===== config.mk =====
export PLATFORM = sky130hd
export DESIGN_NAME = three_level_priority_queue_top
export DESIGN_NICKNAME = d
export VERILOG_FILES = /design/src/design/tpq_pkg.sv /design/src/design/tpq_cell.sv /design/src/design/three_level_priority_queue_top.sv
export VERILOG_INCLUDE_DIRS = /design/src /design/src/design
export SDC_FILE = /design/constraint.sdc
export NUM_CORES = 2
export LEC_CHECK = 0
export ABC_AREA = 1
export BUFFER_PORTS_ARGS = -buffer_cell sky130_fd_sc_hd__buf_2
export CAP_MARGIN = 20
export CORE_MARGIN = 2
export CORE_UTILIZATION = 41
export CTS_CLUSTER_SIZE = 10
export DETAILED_ROUTE_END_ITERATION = 12
export GPL_ROUTABILITY_DRIVEN = 0
export GPL_TIMING_DRIVEN = 0
export PLACE_DENSITY = 0.53
export SYNTH_ARGS = -nofsm -noshare
export SYNTH_HDL_FRONTEND = slang
export SYNTH_SLANG_ARGS = --single-unit

===== constraint.sdc =====
create_clock -name clk -period 4.8 [get_ports clk]
set_input_delay 0.72 -clock clk [delete_from_list [all_inputs] [get_ports clk]]
set_output_delay 0.72 -clock clk [all_outputs]
set_load 0.02 [all_outputs]

===== src/design/three_level_priority_queue_top_assert.svh =====
// assertion macros for the three level priority queue
`ifndef THREE_LEVEL_PRIORITY_QUEUE_TOP_ASSERT_SVH
`define THREE_LEVEL_PRIORITY_QUEUE_TOP_ASSERT_SVH

// property checked on every clock edge outside reset
`define TPQ_ASSERT(lbl, prop, msg) \
    lbl: assert property (@(posedge clk) disable iff (!rst_n) (prop)) else $error(msg);

// antecedent in any cycle implies consequent in the next
`define TPQ_ASSERT_NEXT(lbl, ante, cons, msg) \
    lbl: assert property (@(posedge clk) disable iff (!rst_n) (ante) |=> (cons)) \
        else $error(msg);

`endif


===== src/design/tpq_pkg.sv =====
package tpq_pkg;

    localparam int NUM_LEVELS  = 3;
    localparam int LEVEL_DEPTH = 64;
    localparam int ID_BITS     = 16;

    // width of the identifier ports
    localparam int ID_PORT_W  = 16;
    localparam int STORE_BITS = (ID_BITS < ID_PORT_W) ? ID_BITS : ID_PORT_W;

    localparam int PTR_W = (LEVEL_DEPTH > 1) ? $clog2(LEVEL_DEPTH) : 1;
    // count reaches LEVEL_DEPTH, head plus count stays below twice the depth
    localparam int CNT_W = PTR_W + 1;

    localparam logic       OP_ENQ = 1'b0;
    localparam logic       OP_DEQ = 1'b1;
    localparam logic [1:0] LVL_BAD = 2'd3;

    localparam logic [1:0] ST_OK        = 2'd0;
    localparam logic [1:0] ST_BAD_LEVEL = 2'd1;
    localparam logic [1:0] ST_EMPTY     = 2'd2;
    localparam logic [1:0] ST_FULL      = 2'd3;

    typedef struct packed {
        logic full;
        logic grant;
    } tpq_cell_st_t;

endpackage


===== src/design/tpq_cell.sv =====
module tpq_cell
(
    input  logic                           clk,
    input  logic                           rst_n,
    input  logic                           enq,
    input  logic                           deq_in,
    input  logic [tpq_pkg::STORE_BITS-1:0] id,
    output logic                           deq_out,
    output tpq_pkg::tpq_cell_st_t          st,
    output logic [tpq_pkg::STORE_BITS-1:0] rd_data
);
    import tpq_pkg::*;

    localparam logic [CNT_W-1:0] DEPTH_C  = CNT_W'(LEVEL_DEPTH);
    localparam logic [PTR_W-1:0] LAST_PTR = PTR_W'(LEVEL_DEPTH - 1);

    logic [STORE_BITS-1:0] slot_mem [LEVEL_DEPTH];
    logic [STORE_BITS-1:0] rd_data_reg;
    logic [PTR_W-1:0]      head_reg;
    logic [PTR_W-1:0]      head_next;
    logic [CNT_W-1:0]      count_reg;
    logic [CNT_W-1:0]      count_next;
    logic [CNT_W-1:0]      tail_sum;
    logic [CNT_W-1:0]      tail_wrap;
    logic [PTR_W-1:0]      tail_idx;
    logic                  nonempty;
    logic                  full;
    logic                  grant;
    logic                  enq_ok;

    always_comb
    begin
        nonempty  = (count_reg != '0);
        full      = (count_reg == DEPTH_C);
        grant     = deq_in && nonempty;
        enq_ok    = enq && !full;
        tail_sum  = {1'b0, head_reg} + count_reg;
        tail_wrap = (tail_sum >= DEPTH_C) ? (tail_sum - DEPTH_C) : tail_sum;
        tail_idx  = tail_wrap[PTR_W-1:0];

        head_next  = head_reg;
        count_next = count_reg;
        if (enq_ok)
        begin
            count_next = count_reg + CNT_W'(1);
        end
        else if (grant)
        begin
            head_next  = (head_reg == LAST_PTR) ? '0 : head_reg + PTR_W'(1);
            count_next = count_reg - CNT_W'(1);
        end
    end

    // an empty level passes the dequeue token on to the next lower level
    assign deq_out  = deq_in && !nonempty;
    assign st.full  = full;
    assign st.grant = grant;
    assign rd_data  = rd_data_reg;

    always_ff @(posedge clk or negedge rst_n)
    begin
        if (!rst_n)
        begin
            head_reg  <= '0;
            count_reg <= '0;
        end
        else
        begin
            head_reg  <= head_next;
            count_reg <= count_next;
        end
    end

    always_ff @(posedge clk)
    begin
        if (enq_ok)
        begin
            slot_mem[tail_idx] <= id;
        end
        if (grant)
        begin
            rd_data_reg <= slot_mem[head_reg];
        end
    end

endmodule


===== src/design/three_level_priority_queue_top.sv =====
// three level priority queue, first in first out within each level
//
// a command word (operation, item_id, level) is taken at a rising edge with
// start high and busy low. busy stays low: one word can be taken every cycle.
// each command word yields one result word (status, served_id, served_level),
// shown for exactly one cycle with done high, in the cycle right after the
// command was taken (throughput 1 word per cycle).
// the levels form a row of three cells, high level first; a dequeue token
// enters the high cell and moves down until a non-empty cell takes it.
// each cell keeps its own ring of LEVEL_DEPTH slots in a memory with one
// write and one registered read port, so a slot is read the cycle after the
// command and its data reaches served_id through a small level mux.
// an enqueue into a full level or with level 3 is dropped and flagged.
// reset clears the heads, the counts and done; ring contents are left as they
// are and are only read after being written. the receiver cannot hold off
// results, so nothing here ever waits on the output side.
module three_level_priority_queue_top
(
    input  logic                          clk,
    input  logic                          rst_n,
    input  logic                          start,
    output logic                          busy,
    input  logic                          operation,
    input  logic [tpq_pkg::ID_PORT_W-1:0] item_id,
    input  logic [1:0]                    level,
    output logic                          done,
    output logic [1:0]                    status,
    output logic [tpq_pkg::ID_PORT_W-1:0] served_id,
    output logic [1:0]                    served_level
);
    import tpq_pkg::*;

    logic                  accept;
    logic                  deq_req;
    logic [NUM_LEVELS:0]   deq_tok;
    logic [NUM_LEVELS-1:0] enq_sel;
    logic [NUM_LEVELS-1:0] full_vec;
    logic [NUM_LEVELS-1:0] grant_vec;
    logic [STORE_BITS-1:0] store_id;
    logic [STORE_BITS-1:0] rd_data [NUM_LEVELS];
    tpq_cell_st_t          cell_st [NUM_LEVELS];

    logic                  done_reg;
    logic [1:0]            status_reg;
    logic [1:0]            status_next;
    logic [1:0]            served_level_reg;
    logic [1:0]            served_level_next;
    logic [NUM_LEVELS-1:0] grant_reg;
    logic [STORE_BITS-1:0] id_mux;

    assign busy     = 1'b0;
    assign accept   = start && !busy;
    assign deq_req  = accept && (operation == OP_DEQ);
    assign store_id = item_id[STORE_BITS-1:0];
    assign deq_tok[NUM_LEVELS] = deq_req;

    genvar gl;
    generate
        for (gl = 0; gl < NUM_LEVELS; gl++)
        begin : g_cell
            assign enq_sel[gl] = accept && (operation == OP_ENQ) && (level == 2'(gl));

            tpq_cell u_cell
            (
                .clk     (clk),
                .rst_n   (rst_n),
                .enq     (enq_sel[gl]),
                .deq_in  (deq_tok[gl+1]),
                .id      (store_id),
                .deq_out (deq_tok[gl]),
                .st      (cell_st[gl]),
                .rd_data (rd_data[gl])
            );

            assign full_vec[gl]  = cell_st[gl].full;
            assign grant_vec[gl] = cell_st[gl].grant;
        end
    endgenerate

    always_comb
    begin
        served_level_next = 2'd0;
        for (int l = 0; l < NUM_LEVELS; l++)
        begin
            if (grant_vec[l])
            begin
                served_level_next = 2'(l);
            end
        end

        if (operation == OP_ENQ)
        begin
            if (level == LVL_BAD)
            begin
                status_next = ST_BAD_LEVEL;
            end
            else if ((enq_sel & full_vec) != '0)
            begin
                status_next = ST_FULL;
            end
            else
            begin
                status_next = ST_OK;
            end
        end
        else
        begin
            // token fell out of the low cell: every level was empty
            status_next = deq_tok[0] ? ST_EMPTY : ST_OK;
        end
    end

    always_ff @(posedge clk or negedge rst_n)
    begin
        if (!rst_n)
        begin
            done_reg  <= 1'b0;
            grant_reg <= '0;
        end
        else
        begin
            done_reg  <= accept;
            grant_reg <= grant_vec;
        end
    end

    always_ff @(posedge clk)
    begin
        status_reg       <= status_next;
        served_level_reg <= served_level_next;
    end

    // grant_reg is one-hot or zero, so an unserved word reads as zero
    always_comb
    begin
        id_mux = '0;
        for (int l = 0; l < NUM_LEVELS; l++)
        begin
            if (grant_reg[l])
            begin
                id_mux = id_mux | rd_data[l];
            end
        end
    end

    assign done         = done_reg;
    assign status       = status_reg;
    assign served_level = served_level_reg;
    assign served_id    = ID_PORT_W'(id_mux);

`include "three_level_priority_queue_top_assert.svh"

    `TPQ_ASSERT_NEXT(a_word_answered, accept, done, "accepted word gave no result")
    `TPQ_ASSERT(a_no_spurious, !done || $past(accept), "result without a command word")
    `TPQ_ASSERT(a_one_grant, $onehot0(grant_vec), "more than one level served a dequeue")
    `TPQ_ASSERT(a_zero_unserved, !done || (status == ST_OK) || ((served_id == '0) && (served_level == 2'd0)), "failed command reported an entry")

endmodule


# --- Word-level counts from Yosys, hierarchy flattened ---
# Memory sizes are Yosys's and may differ from the RTL's. A register that Yosys moved wholly into a read port is not among the register bits.
# Cells that the tools add are included.
classes:
  bitwise: 7
  n_eq_ne: 9
  n_lt_le_gt_ge: 3
  n_mux: 26
  n_reduce_logical: 31
  n_addsub: 15
ops:
  columns: ["operator", "count"]
  rows:
  - ["16-bit 2-to-1 mux", 3]
  - ["7-bit 2-to-1 mux", 6]
  - ["6-bit 2-to-1 mux", 6]
  - ["16-bit OR", 2]
  - ["6-bit by 7-bit adder with 7-bit output", 3]
  - ["7-bit by 1-bit adder with 7-bit output (second input constant)", 3]
  - ["7-bit == test (second input constant)", 3]
  - ["7-bit >= comparator (second input constant)", 3]
  - ["7-bit nonzero test", 3]
  - ["7-bit by 1-bit subtractor with 7-bit output (second input constant)", 3]
  - ["6-bit by 1-bit adder with 6-bit output (second input constant)", 3]
  - ["6-bit == test (second input constant)", 3]
  - ["6-bit by 1-bit subtractor with 6-bit output (second input constant)", 3]
  - ["1-bit logical AND", 14]
  - ["2-bit 2-to-1 mux", 4]
  - ["1-bit 2-to-1 mux", 7]
  - ["1-bit zero test", 6]
  - ["2-bit AND reduction", 3]
  - ["2-bit nonzero test", 3]
  - ["2-bit == test (second input constant)", 2]
  - ["1-bit NOT", 4]
  - ["3-bit AND", 1]
  - ["3-bit nonzero test", 1]
  - ["2-bit by 1-bit == test with 1-bit output (second input constant)", 1]
  - ["2-bit zero test", 1]
word_totals:
  mem_bits_rw: 3072
  out_inout_bits: 22
  regBits: 47
  inputBits: 22
  n_memories: 3
mem_list:
  columns: ["memory", "words", "word_bits", "read_ports", "rd_ports_with_merged_regs", "write_ports", "line_no", "rtl"]
  rows:
  - ["g_cell[0].u_cell.slot_mem", 64, 16, 1, 1, 1, "tpq_cell.sv:17", "logic [STORE_BITS-1:0] slot_mem [LEVEL_DEPTH];"]
  - ["g_cell[1].u_cell.slot_mem", 64, 16, 1, 1, 1, "tpq_cell.sv:17", null]
  - ["g_cell[2].u_cell.slot_mem", 64, 16, 1, 1, 1, "tpq_cell.sv:17", null]

# --- Longest topological paths before layout ---
logic_depth:
  ltp_word: 8
  mapped_depth: 16
  mapped_depth_nobuf: 15

# --- Modules after synthesis ---
# From an unflattened synthesis, not the netlist that was laid out.
unflattened:
  cells_unflattened: 12837
  hier_area_um2: 135481.2
modules_own_cells:
  columns: ["mod", "n_inst", "area_each_um2", "seq_area_each_um2", "cells_per_inst"]
  rows:
  - ["tpq_cell at g_cell[1].u_cell ...", 2, 45005.7, 31555.3, 4245]
  - ["tpq_cell at g_cell[0].u_cell", 1, 44880.5, 31555.3, 4242]
  - ["three_level_priority_queue_top", 1, 589.3, 180.2, 105]

# --- Worst setup path after synthesis ---
# No wires, ideal clock.
synth_path:
  path_kind: "reg-to-reg"
  start: "register g_cell[2].u_cell.count_reg[0]"
  end: "memory g_cell[2].u_cell.slot_mem[32][0] (netlist bit), enable pin"
  required_time_ns: 4.411
  arrival_ns: 2.572
  path_buffers: 0
  stages_incl_launch_ff: 8
  slack_ns: 1.840
  cell_sequence: "dfrtp_1 ha_1 fa_1 a21oi_1 o21bai_1 xnor2_1 nand3_1 nor2_1"
synth_via:
  elab_chain_cells: 5
synth_lines:
  columns: ["item", "line_no", "rtl"]
  rows:
  - ["start, declared", "tpq_cell.sv:21", "logic [CNT_W-1:0] count_reg;"]
  - ["start signal, assigned", "tpq_cell.sv:70", "count_reg <= count_next;"]
  - ["parallel branches: the longest is 5 deep, another holds 6-bit by 7-bit adder with 7-bit output", null, null]
  - ["end, declared", "tpq_cell.sv:17", null]
# Several ways; the timed one is not identified.

# --- Final worst setup path ---
layout_path:
  start: "input port start"
  end: "memory g_cell[1].u_cell.slot_mem[46][6] (netlist bit), enable pin"
layout_via:
  elab_chain_cells: 5
layout_lines:
  columns: ["item", "line_no", "rtl"]
  rows:
  - ["start, declared", "three_level_priority_queue_top.sv:21", "input logic start,"]
  - ["1-bit logical AND (2 in series)", "three_level_priority_queue_top.sv:61", "assign enq_sel[gl] = accept && (operation == OP_ENQ) && (level == 2'(gl));"]
  - ["1-bit logical AND", "tpq_cell.sv:36", "enq_ok = enq && !full;"]
  - ["1-bit 2-to-1 mux", "tpq_cell.sv:76", "if (enq_ok)"]
  - ["1-bit 2-to-1 mux (implied by the code)", "tpq_cell.sv:78", "slot_mem[tail_idx] <= id;"]
  - ["end, declared", "tpq_cell.sv:17", null]
# No other way between the ends.

==> results.json <==
{
  "numPortBuffers": 42,
  "yosys.area.top_type_share_pct": 69.5,
  "drt-initial-drc-count": 11323,
  "ys_ff_latch": 3167,
  "cts_resized": 0,
  "grt_max_degree": 107,
  "postRouteWirelength_mm": 437,
  "yosysSeqAreaShare_pct": 70.4,
  "finClkSkew_ps": 48.5,
  "synth_most_common_cell": "nand2_1",
  "final_area_mm2": 0.154,
  "crit_fanout": 16,
  "syn_inst": 12753,
  "crit_path_end_kind": "flip-flop",
  "slew_viol_final": 0,
  "tritoncts": "yes",
  "routedWlPerCell_um": 24.5,
  "routed-via-count": 93769,
  "reg2reg_depth": 7,
  "crit-reg2reg-launch": "g_cell[0].u_cell.head_reg[0]",
  "synth_cell_type_count": 35,
  "cts-root-buf": "clkbuf_16",
  "powerDensity_mw_per_mm2": 492,
  "yosys_warnings": 0,
  "fin_tns_setup_ps": 0,
  "remaining_drc_errors": 0,
  "chipWidth_um": 577,
  "grt_pass1_wl_mm": 623,
  "worstSetupPathType": "in -> reg",
  "p_total_mw": 75.8,
  "avgViaCountPerCell": 5.25,
  "cts_setup_buffers": 0,
  "p_leak_nw": 60.7,
  "min_to": "status[0]",
  "ios": 44,
  "period_share_pct": 85.6,
  "fin_hold_ws_ps": 108,
  "ant_nets": 0,
  "fin_util_pct": 47.1,
  "setup_viol": 0,
  "dieArea_mm2": 0.333,
  "tightest_slew_ps": 1130,
  "hold_buffers": 2,
  "rsz0062_at_grt": "false",
  "dp_hpwl_mm": 296,
  "slew_headroom_pct": 24.8,
  "reg2reg_to": "g_cell[0].u_cell.slot_mem[16][15]",
  "vdd_drop_max_uv": 389,
  "async_reset_ff_share_pct": 1.36,
  "start_util_pct": 41.2,
  "crit_required_ps": 5350,
  "overflow": 0,
  "synth_edf_count": 3120,
  "clkSlewWorstSetupHoldPaths_ps": 50,
  "fp.coreArea_mm2": 0.327,
  "nets": 13423,
  "grt_use_total_pct": 25.7,
  "antenna_found_initial": 20,
  "grt_pass1_vias": 89885,
  "dieHeight_um": 577,
  "clk_latency_ps": 960,
  "hold_class": "in -> reg",
  "worstHoldStart": "operation",
  "fmax_ghz": 0.243,
  "placed_cell_area_mm2": 0.144,
  "arrival_ps": 4660,
  "final_layout_size_suffix_gt1_share_pct": 7.87,
  "synthToLayoutAreaGrowth_pct": 14.3,
  "synthFlopType": "edfxtp_1",
  "avgSynthCellArea_um2": 10.6,
  "ff2ff_setup_slack_ps": 800,
  "whs_path_depth": 2,
  "hold_violations": 0,
  "firstDrtPassIters": 9,
  "synth_area_mm2": 0.135,
  "fillers": 29741,
  "yosys-top-cells-count": "nand2_1 (4042), edfxtp_1 (3120), nand3_1 (1539)",
  "cts_made_buffers": 365,
  "cts_sinks": 3167,
  "synth_nets": 12816,
  "synth.largest_area_cell": "edfxtp_1",
  "status": "finished clean",
  "maxCapViolCount": 0,
  "largest_reg_flops": 3072,
  "clockBufferDepth": 4,
  "synthTopCellsByArea": "edfxtp_1 (70%), nand2_1 (11%), nand3_1 (5.7%)",
  "h-tree-depth": 5,
  "start_kind": "input pin",
  "rows": 210,
  "period_minus_slack_ps": 4110
}
## how the worst max path moves through the flow
stage | start | endpoint | slack (ps) | depth (start not counted)
after floorplan | g_cell[2].u_cell.count_reg[0] | g_cell[2].u_cell.slot_mem[32][0] | 1840 | 7
after CTS | start | g_cell[2].u_cell.slot_mem[47][8] | 730 | 10
after detailed placement | start | g_cell[2].u_cell.slot_mem[3][8] | 260 | 9
after global placement | item_id[10] | g_cell[1].u_cell.slot_mem[6][10] | -990 | 1
final | start | g_cell[1].u_cell.slot_mem[46][6] | 690 | 10
after global routing | start | g_cell[2].u_cell.slot_mem[47][8] | 460 | 10
## per-layer routing
layer	up-vias	global-route usage, %	share of wire (%)
li1	43126	-	-
met3	830	4.03	8.2
met2	4079	40.8	46
met4	4	10.5	4.5
met1	45730	35.5	42
met5	-	0	0.0066
## kinds of logic (layout without fill, tap and decap cells)
| kind of cell | after synthesis | count (layout) | share of synthesized area, % |
|---|---|---|---|
| and+or+nand+nor | 6790 | 6790 | 20.4 |
| other | 1 | 3 | 0.00278 |
| adders and majority gates | 41 | 41 | 0.414 |
| AOI/OAI and AO/OA | 600 | 600 | 2.25 |
| xor gates and xnor gates | 36 | 36 | 0.234 |
| DFF | 3167 | 3167 | 70.4 |
| buffers and inverters | 2118 | 2877 | 6.25 |
## worst max-delay path: stages
cell and delay, ps:
dlygate4sd3_1 520, buf_2 210, inv_1 60, nor2_1 200, nand3_1 280, inv_1 110, o21ai_1 360, nor2_1 360
nand2_1 680, nor2_2 1140
## power breakdown
part | internal [mW] | leakage [nW] | switching, mW
Clock | 14.2 | 4.95 | 10.8
Sequential | 31.0 | 28.6 | 0.338
Combinational | 4.68 | 27.2 | 14.7
Total | 49.9 | 60.7 | 25.9
## layout make-up
class | instances | area [µm²] | share of cell area [%]
repair buffers | 240 | 3340 | 2.17
diodes | 2 | 5.00 | 0.00325
well taps | 4346 | 5440 | 3.53
clock inverters | 31 | 398 | 0.258
clock buffers | 488 | 9820 | 6.38
flip-flops and latches | 3167 | 94800 | 61.6
plain buffers | 641 | 2880 | 1.87
inverters | 1477 | 5540 | 3.60
multi-input cells | 7468 | 31700 | 20.6
## through the flow
stage                     std cells  worst slack (ps)
final                         17860               691
after global routing          17859               460
after CTS                     17857               730
after detailed placement      17336               264
after global placement        17141              -993
after floorplan               12753              1840
## placed cells by master (no fill, tap or decap), types with 8 or more instances in the layout
cell       synthesis  layout
clkbuf_1         282     390
o21ai_1           24      24
buf_2            236     261
xor2_1            27      27
buf_6              9      46
nor2_1          1156    1041
clkbuf_8           0       8
o21ai_0          450     450
nand2_1         4042    4042
buf_16             0      38
buf_8              1      94
ha_1              35      35
inv_1           1460    1460
dfrtp_1           43      43
nor2_2             0     115
or2_2             29      29
clkinv_1          10      21
edfxtp_1        3120    3120
buf_1             86      86
nand3_1         1539    1539
xnor2_1            9       9
nand4_1           15      15
a21oi_1          115     115
buf_4             27      72
clkbuf_16          0     372
(Power assumes the default switching activity.)
